--- src/hdl/lpad_pkg.sv ---
// Package for the length-prefixed Adler-32 deframer.
// Holds frame constants, register indexes, status codes and the phase type.
// No dependencies.
`default_nettype none
package lpad_pkg;

  localparam int unsigned HEADER_BYTES  = 4;
  localparam int unsigned CHECK_BYTES   = 4;
  localparam int unsigned MAX_TAG_BYTES = 8;

  localparam logic [16:0] ADLER_MOD = 17'd65521;

  localparam logic [3:0]  TAG_LEN_MAX = 4'(MAX_TAG_BYTES);
  localparam logic [30:0] HDR_LAST    = 31'(HEADER_BYTES - 1);
  localparam logic [31:0] CHECK_LEN   = 32'(CHECK_BYTES);

  localparam int unsigned CFG_IDX_W = 2;

  typedef enum logic [CFG_IDX_W-1:0] {
    REG_TAG_VALUE  = 2'd0,
    REG_TAG_LENGTH = 2'd1,
    REG_MIN_LENGTH = 2'd2,
    REG_MAX_LENGTH = 2'd3
  } cfg_reg_t;

  typedef enum logic [1:0] {
    ST_OK          = 2'd0,
    ST_BAD_LENGTH  = 2'd1,
    ST_BAD_CHECK   = 2'd2,
    ST_UNKNOWN_TAG = 2'd3
  } status_t;

  typedef enum logic [1:0] {
    PH_HEADER = 2'd0,
    PH_BODY   = 2'd1,
    PH_HALT   = 2'd2
  } phase_t;

  localparam logic KIND_PAYLOAD = 1'b0;
  localparam logic KIND_VERDICT = 1'b1;

endpackage
`default_nettype wire

--- src/hdl/length_prefixed_adler32_deframer_core.sv ---
// Top level of the length-prefixed Adler-32 deframer: byte parser, running
// checksum, tag compare and one output register. Depends on lpad_pkg.
//
// Takes one stream byte per cycle and sustains one item per cycle: every byte
// is worked on in the cycle it is accepted and any result lands in a single
// output register, so in_ready is low only while that register holds an
// unread result and out_ready is low. Payload bytes come out in the cycle after
// they enter; the frame verdict comes in the cycle after the last check byte.
// A bad length header yields an invalid-length verdict and the block then
// drops all further bytes until reset; register writes are always taken.
`default_nettype none
module length_prefixed_adler32_deframer_core
  import lpad_pkg::*;
(
  input  wire logic                 clk,
  input  wire logic                 rst_n,
  input  wire logic                 in_valid,
  output logic                      in_ready,
  input  wire logic [7:0]           in_data_byte,
  output logic                      out_valid,
  input  wire logic                 out_ready,
  output logic                      out_result_kind,
  output logic [7:0]                out_payload_byte,
  output logic [1:0]                out_status,
  output logic [31:0]               out_frame_length,
  output logic [31:0]               out_computed_checksum,
  input  wire logic                 cfg_valid,
  output logic                      cfg_ready,
  input  wire logic [CFG_IDX_W-1:0] cfg_index,
  input  wire logic [63:0]          cfg_data
);

  logic [63:0] tag_value_r;
  logic [3:0]  tag_length_r;
  logic [30:0] min_length_r;
  logic [30:0] max_length_r;

  phase_t      phase_r, phase_nxt;
  logic [30:0] byte_count_r, byte_count_nxt;
  logic [31:0] length_r, length_nxt;
  logic [15:0] sum_low_r, sum_low_nxt;
  logic [15:0] sum_high_r, sum_high_nxt;
  logic [31:0] recv_sum_r, recv_sum_nxt;
  logic        tag_match_r, tag_match_nxt;

  logic        out_valid_r, out_valid_nxt;
  logic        kind_r, kind_nxt;
  logic [7:0]  pbyte_r, pbyte_nxt;
  logic [1:0]  status_r, status_nxt;
  logic [31:0] flen_r, flen_nxt;
  logic [31:0] csum_r, csum_nxt;

  logic        in_fire;
  logic [3:0]  tl;
  logic [31:0] hdr_len;
  logic        hdr_done;
  logic        len_bad;
  logic [31:0] data_len;
  logic        in_data;
  logic        in_tag;
  logic        frame_end;
  logic [16:0] sl_sum;
  logic [15:0] sl_new;
  logic [16:0] sh_sum;
  logic [15:0] sh_new;
  logic [3:0]  tag_idx;
  logic [7:0]  tag_want;
  logic [31:0] comp_sum;

  assign cfg_ready = 1'b1;
  assign in_ready  = !out_valid_r || out_ready;
  assign in_fire   = in_valid && in_ready;

  always_ff @(posedge clk) begin
    if (!rst_n) begin
      tag_value_r  <= '0;
      tag_length_r <= '0;
      min_length_r <= 31'd8;
      max_length_r <= 31'd67108864;
    end else if (cfg_valid && cfg_ready) begin
      case (cfg_reg_t'(cfg_index))
        REG_TAG_VALUE:  tag_value_r  <= cfg_data;
        REG_TAG_LENGTH: tag_length_r <= cfg_data[3:0];
        REG_MIN_LENGTH: min_length_r <= cfg_data[30:0];
        REG_MAX_LENGTH: max_length_r <= cfg_data[30:0];
        default: ;
      endcase
    end
  end

  // Datapath terms
  always_comb begin
    tl       = (tag_length_r > TAG_LEN_MAX) ? TAG_LEN_MAX : tag_length_r;
    hdr_len  = {length_r[23:0], in_data_byte};
    hdr_done = (byte_count_r == HDR_LAST);
    len_bad  = hdr_len[31]
            || (hdr_len < {1'b0, min_length_r})
            || (hdr_len > {1'b0, max_length_r})
            || (hdr_len < ({28'd0, tl} + CHECK_LEN));
    data_len  = length_r - CHECK_LEN;
    in_data   = ({1'b0, byte_count_r} < data_len);
    in_tag    = (byte_count_r < {27'd0, tl});
    frame_end = (({1'b0, byte_count_r} + 32'd1) == length_r);
    sl_sum = {1'b0, sum_low_r} + {9'd0, in_data_byte};
    sl_new = (sl_sum >= ADLER_MOD) ? 16'(sl_sum - ADLER_MOD) : sl_sum[15:0];
    sh_sum = {1'b0, sum_high_r} + {1'b0, sl_new};
    sh_new = (sh_sum >= ADLER_MOD) ? 16'(sh_sum - ADLER_MOD) : sh_sum[15:0];
    tag_idx  = tl - 4'd1 - byte_count_r[3:0];
    tag_want = tag_value_r[{tag_idx[2:0], 3'b000} +: 8];
    comp_sum = {sum_high_r, sum_low_r};
  end

  // Next phase
  always_comb begin
    phase_nxt = phase_r;
    if (in_fire) begin
      case (phase_r)
        PH_HEADER: if (hdr_done) phase_nxt = len_bad ? PH_HALT : PH_BODY;
        PH_BODY:   if (!in_data && frame_end) phase_nxt = PH_HEADER;
        PH_HALT:   phase_nxt = PH_HALT;
        default:   phase_nxt = PH_HALT;
      endcase
    end
  end

  // Frame state and results
  always_comb begin
    byte_count_nxt = byte_count_r;
    length_nxt     = length_r;
    sum_low_nxt    = sum_low_r;
    sum_high_nxt   = sum_high_r;
    recv_sum_nxt   = recv_sum_r;
    tag_match_nxt  = tag_match_r;
    out_valid_nxt  = out_valid_r && !out_ready;
    kind_nxt       = kind_r;
    pbyte_nxt      = pbyte_r;
    status_nxt     = status_r;
    flen_nxt       = flen_r;
    csum_nxt       = csum_r;
    if (in_fire) begin
      case (phase_r)
        PH_HEADER: begin
          length_nxt     = hdr_len;
          byte_count_nxt = hdr_done ? '0 : byte_count_r + 31'd1;
          if (hdr_done && len_bad) begin
            out_valid_nxt = 1'b1;
            kind_nxt      = KIND_VERDICT;
            pbyte_nxt     = '0;
            status_nxt    = ST_BAD_LENGTH;
            flen_nxt      = hdr_len;
            csum_nxt      = '0;
          end
        end
        PH_BODY: begin
          byte_count_nxt = byte_count_r + 31'd1;
          if (in_data) begin
            sum_low_nxt  = sl_new;
            sum_high_nxt = sh_new;
            if (in_tag) begin
              if (tag_want != in_data_byte) tag_match_nxt = 1'b0;
            end else begin
              out_valid_nxt = 1'b1;
              kind_nxt      = KIND_PAYLOAD;
              pbyte_nxt     = in_data_byte;
              status_nxt    = ST_OK;
              flen_nxt      = length_r;
              csum_nxt      = '0;
            end
          end else begin
            recv_sum_nxt = {recv_sum_r[23:0], in_data_byte};
            if (frame_end) begin
              out_valid_nxt = 1'b1;
              kind_nxt      = KIND_VERDICT;
              pbyte_nxt     = '0;
              flen_nxt      = length_r;
              csum_nxt      = comp_sum;
              if (comp_sum != recv_sum_nxt) status_nxt = ST_BAD_CHECK;
              else if (!tag_match_r)        status_nxt = ST_UNKNOWN_TAG;
              else                          status_nxt = ST_OK;
              byte_count_nxt = '0;
              length_nxt     = '0;
              sum_low_nxt    = 16'd1;
              sum_high_nxt   = '0;
              recv_sum_nxt   = '0;
              tag_match_nxt  = 1'b1;
            end
          end
        end
        default: ;
      endcase
    end
  end

  always_ff @(posedge clk) begin
    if (!rst_n) begin
      phase_r      <= PH_HEADER;
      byte_count_r <= '0;
      length_r     <= '0;
      sum_low_r    <= 16'd1;
      sum_high_r   <= '0;
      recv_sum_r   <= '0;
      tag_match_r  <= 1'b1;
      out_valid_r  <= 1'b0;
    end else begin
      phase_r      <= phase_nxt;
      byte_count_r <= byte_count_nxt;
      length_r     <= length_nxt;
      sum_low_r    <= sum_low_nxt;
      sum_high_r   <= sum_high_nxt;
      recv_sum_r   <= recv_sum_nxt;
      tag_match_r  <= tag_match_nxt;
      out_valid_r  <= out_valid_nxt;
    end
  end

  always_ff @(posedge clk) begin
    kind_r   <= kind_nxt;
    pbyte_r  <= pbyte_nxt;
    status_r <= status_nxt;
    flen_r   <= flen_nxt;
    csum_r   <= csum_nxt;
  end

  assign out_valid             = out_valid_r;
  assign out_result_kind       = kind_r;
  assign out_payload_byte      = pbyte_r;
  assign out_status            = status_r;
  assign out_frame_length      = flen_r;
  assign out_computed_checksum = csum_r;

  a_halt_sticky: assert property (@(posedge clk) disable iff (!rst_n)
    phase_r == PH_HALT |=> phase_r == PH_HALT)
    else $error("left halt without reset");

  a_sums_reduced: assert property (@(posedge clk) disable iff (!rst_n)
    ({1'b0, sum_low_r} < ADLER_MOD) && ({1'b0, sum_high_r} < ADLER_MOD))
    else $error("checksum sums not reduced");

  a_hdr_count: assert property (@(posedge clk) disable iff (!rst_n)
    phase_r == PH_HEADER |-> byte_count_r <= HDR_LAST)
    else $error("header byte count overrun");

  a_halt_silent: assert property (@(posedge clk) disable iff (!rst_n)
    (phase_r == PH_HALT && !out_valid_r) |=> !out_valid_r)
    else $error("result while halted");

  a_bad_len_form: assert property (@(posedge clk) disable iff (!rst_n)
    (out_valid_r && status_r == ST_BAD_LENGTH) |-> (kind_r == KIND_VERDICT
      && csum_r == '0 && phase_r == PH_HALT))
    else $error("malformed invalid-length verdict");

endmodule
`default_nettype wire

--- config.mk ---
export PLATFORM = sky130hd
export DESIGN_NAME = length_prefixed_adler32_deframer_core
export DESIGN_NICKNAME = d
export VERILOG_FILES = /design/src/hdl/lpad_pkg.sv /design/src/hdl/length_prefixed_adler32_deframer_core.sv
export SDC_FILE = /design/constraint.sdc
export NUM_CORES = 1
export LEC_CHECK = 0
export ABC_AREA = 1
export BUFFER_PORTS_ARGS = -buffer_cell sky130_fd_sc_hd__buf_2
export CAP_MARGIN = 10
export CORE_UTILIZATION = 25
export CTS_BUF_LIST = sky130_fd_sc_hd__clkbuf_4
export CTS_CLUSTER_SIZE = 14
export DETAILED_ROUTE_END_ITERATION = 12
export PLACE_DENSITY = 0.5
export REMOVE_ABC_BUFFERS = 1
export SLEW_MARGIN = 0
export SYNTH_ARGS = -nofsm -noshare
export SYNTH_HDL_FRONTEND = slang
export SYNTH_SLANG_ARGS = --single-unit
--- constraint.sdc ---
create_clock -name clk -period 7.1 [get_ports clk]
set_clock_uncertainty 0.1 [all_clocks]
set_input_delay 0.355 -clock clk [delete_from_list [all_inputs] [get_ports clk]]
set_output_delay 0.355 -clock clk [all_outputs]
set_load 0.05 [all_outputs]
==> impl_metrics.ini <==
[run_status]
run_status = finished clean

[grt]
grt_max_degree = 96
grt_antenna_before_repair = 3
grt_overflow = 0
gr-usage-all-layers = 0.164
grt_first_pass_wirelength_mm = 105
grt_pass1_vias = 18400

[yosys]
synth_top_area_frac = 0.253
synth.yosys.warnings = 0
synth.ff_latch_count = 328
synth.area.top_cells = dfxtp_1 (25%), nand2_1 (13%), edfxtp_1 (11%), ha_1 (8.2%), nor2_1 (7.7%)
synth_cell_type_count = 46
synth.area.mux_share = 0
synth_compound_gate_area_share = 0.135
synth_simple_gate_area_frac = 0.291
fraction_of_synthesized_cell_area_in_xor_and_xnor_cells = 0.0339
synth_seq_area_share = 0.365
ys.flop_type = dfxtp_1
postSynth.asyncResetShare = 0
synth_area_per_cell_um2 = 6.90
synth_area_mm2 = 0.0200
combinational_family_with_the_most_area_after_synthesis = simple AND/OR/NAND/NOR gates
synth_cells = 2907
yosysTopAreaCell = dfxtp_1
synthAdderAreaFrac = 0.0854
synth_enable_flop_cells = 75

[power_and_ir_drop]
power.share.sequential = 0.376
ir_drop_uv = 96.3
net-switching-power_mw = 2.22
power_per_cell_area_mw_per_mm2 = 244
power.combinational.fraction = 0.301
power_mw = 5.88
clkPwrFrac = 0.322
cell_internal_pwr_mw = 3.66
switching_share = 0.377
leakage_power_summed_over_all_cells_nw = 10.5

[routing]
detail_route.first_pass.iterations = 8
vias = 19300
first_iter_violations = 1313
wire_per_inst_um = 15.7
detail-route-antenna-nets = 0
drc_errors = 0
post_drt_via_cell_ratio = 4.50
detail_route.wirelength_mm = 67.4

[cells_and_area]
layout.cells.non_filler = 4297
fill_cells = 8812
num-nets-final = 3384
finalInstanceArea_mm2 = 0.0241
areaGrowthSynthToFinish_pct = 20.2
final_core_util = 0.305
post_route_cells_drive_above_1_share = 0.118

[floorplan]
floorplan.die.width_um = 285
die-height_um = 285
core_region_area_mm2 = 0.0791
fp-row-count = 103
die_area_mm2 = 0.0813
starting_utilization_of_the_core_area = 0.253
io_pins = 157

[critical_path]
r2r-end = out_computed_checksum[5]
worstSetupEndpointType = flop
critical-path-slowest-cell = clkinv_2
timing.setup.critical_path_class = reg2reg
worst-endpoint-required_ns = 7.52
peak_fanout_along_the_critical_path = 34
worst_path_most_repeated_cell = nor2_1
cp_data_arrival_time_ns = 6.66
cp_slowest_stage_delay_ns = 0.52
r2r.worst_path.cells = 26
rr_startpoint = length_r[2]
worstSetupStartpointType = flop
regToRegSetupSlack_ns = 0.86

[timing]
fin_crit_sh = 0.879
drv_slew = 0
hold_viol = 0
setup_repair_after_global_routing_missed_its_margin = no
max_freq_mhz = 160
setup_viol = 0
timing.slew.headroom = 0.372
worst_pin_slew_ns = 0.942
totalNegativeSetupSlack_ns = 0
timing.final.crit_period_ns = 6.24

[placed_design]
dp_cells = 4026
dp_area_mm2 = 0.0218
io_buffer_count = 155
globalplace.congestion = 0.886
hpwl_detailed_mm = 49.3

[worst_hold_path]
hold-path-cell-count = 4
min_delay_worst_endpoint = tag_value_r[36]
timing.hold.worst.start = cfg_data[36]
hold_path.class = in2reg

[clock_tree]
tritoncts_clock_tree = done
cts_buffers = 92
clk-insertion-delay-late_ns = 0.87
clkSinkCount = 328
cts_resized = 0
cts.repair_timing.setup_buffer_count = 0
root_buffer = clkbuf_4
cts.clk_slew.worst_paths_ns = 0.07
cts_max_path_buffers = 3
cts-htree-levels = 3

[flow_run]
max_capacitance_violation_count = 0
[sequential cells by signal, indices dropped and copies added, names as in the netlist]
name                   cells
out_payload_byte           8
max_length_r              31
sum_low_r                 16
length_r                  32
out_valid                  1
out_frame_length          32
out_computed_checksum     32
tag_value_r               64
min_length_r              31
sum_high_r                16
recv_sum_r                24
byte_count_r              31
out_status                 2
tag_length_r               4
tag_match_r                1
phase_r                    2
out_result_kind            1
[logic make-up after synthesis]
group	Yosys count
other	1
adders and majority gates	135
DFF	328
xor gates and xnor gates	76
and+or+nand+nor	1400
AOI/OAI and AO/OA	514
buffers and inverters	453
[worst max-delay path by stage]
| stage | startpoint | end | slack (ns) |
|---|---|---|---|
| final | length_r[2] | out_computed_checksum[5] | 0.86 |
| after global routing | length_r[2] | out_computed_checksum[4] | 0.17 |
| after CTS | length_r[2] | out_computed_checksum[7] | 0.83 |
| after detailed placement | length_r[2] | out_computed_checksum[7] | 0.89 |
| after global placement | length_r[2] | out_computed_checksum[7] | 0.82 |
| after floorplan | length_r[2] | out_computed_checksum[0] | 1.79 |
[critical path: cells and delay by family (launching register included)]
family	cells	cell delay, ns
AOI/OAI and AO/OA	5	0.64
adders and majority gates	2	0.47
buffers and inverters	3	1.17
DFF	1	0.38
and+or+nand+nor	16	3.08
[what timing repair did]
action | CTS | global route
setup endpoints to repair | 0 | 0
hold buffers | 100 | 0
hold endpoints to repair | 153 | 0
[layer usage]
layer  up-vias  track usage  routed length [µm]
met1      8795        0.223               31900
met4         0       0.0533                1460
met5         -            0                   0
met3        99       0.0304                3840
met2       428        0.261               30200
li1       9995            -                   -
[cell usage after synthesis, drive strengths merged, types with 3 or more instances]
master,instances
nand3b,13
xor2,63
o21a,3
or2,8
o21ai,185
buf,34
nand3,193
o21bai,36
nand2,691
nor4,8
and3,3
fa,3
edfxtp,75
nor3,24
ha,132
clkbuf,71
inv,342
o211ai,6
a31oi,5
xnor2,12
clkinv,6
dfxtp,253
nand4,31
nor2,425
a21oi,272
and2,3
[final cells by class]
| type | count | area [µm²] | share of cell area |
|---|---|---|---|
| multi-input combinational | 2126 | 11000 | 0.455 |
| sequential | 328 | 7320 | 0.304 |
| timing repair buffer | 274 | 1920 | 0.0798 |
| tap | 1050 | 1310 | 0.0545 |
| inverter | 348 | 1310 | 0.0543 |
| clock buffer | 151 | 1130 | 0.0470 |
| clock inverter | 18 | 135 | 0.00561 |
| antenna | 2 | 5.00 | 0.000208 |
[placed cells by master (no fill, tap or decap), drive strengths merged, types with 12 or more instances in the layout]
cell         instances
edfxtp              75
inv                341
xor2                63
nor2               425
a21oi              272
clkinv              21
nand3              193
ha                 132
dfxtp              253
nand3b              13
nand2              691
dlygate4sd3        100
o21bai              36
nand4               31
clkbuf             151
o21ai              185
xnor2               12
buf                174
nor3                24
[per-stage QoR]
step	hold WS (ns)	worst slack, ns
after floorplan	0.324	1.79
after global routing	0.149	0.170
after detailed placement	0.343	0.895
after global placement	0.336	0.818
final	0.156	0.859
after CTS	0.0703	0.825
[power groups by stage]
stage               Sequential, mW  Combinational (mW)  Clock, mW
floorplan                     2.32                1.09          0
global placement              2.26                1.73          0
detailed placement            2.25                1.73          0
CTS                           2.21                1.79       1.97
global route                  2.23                2.02       2.06
finish                        2.21                1.77       1.90
(Power assumes the default switching activity.)
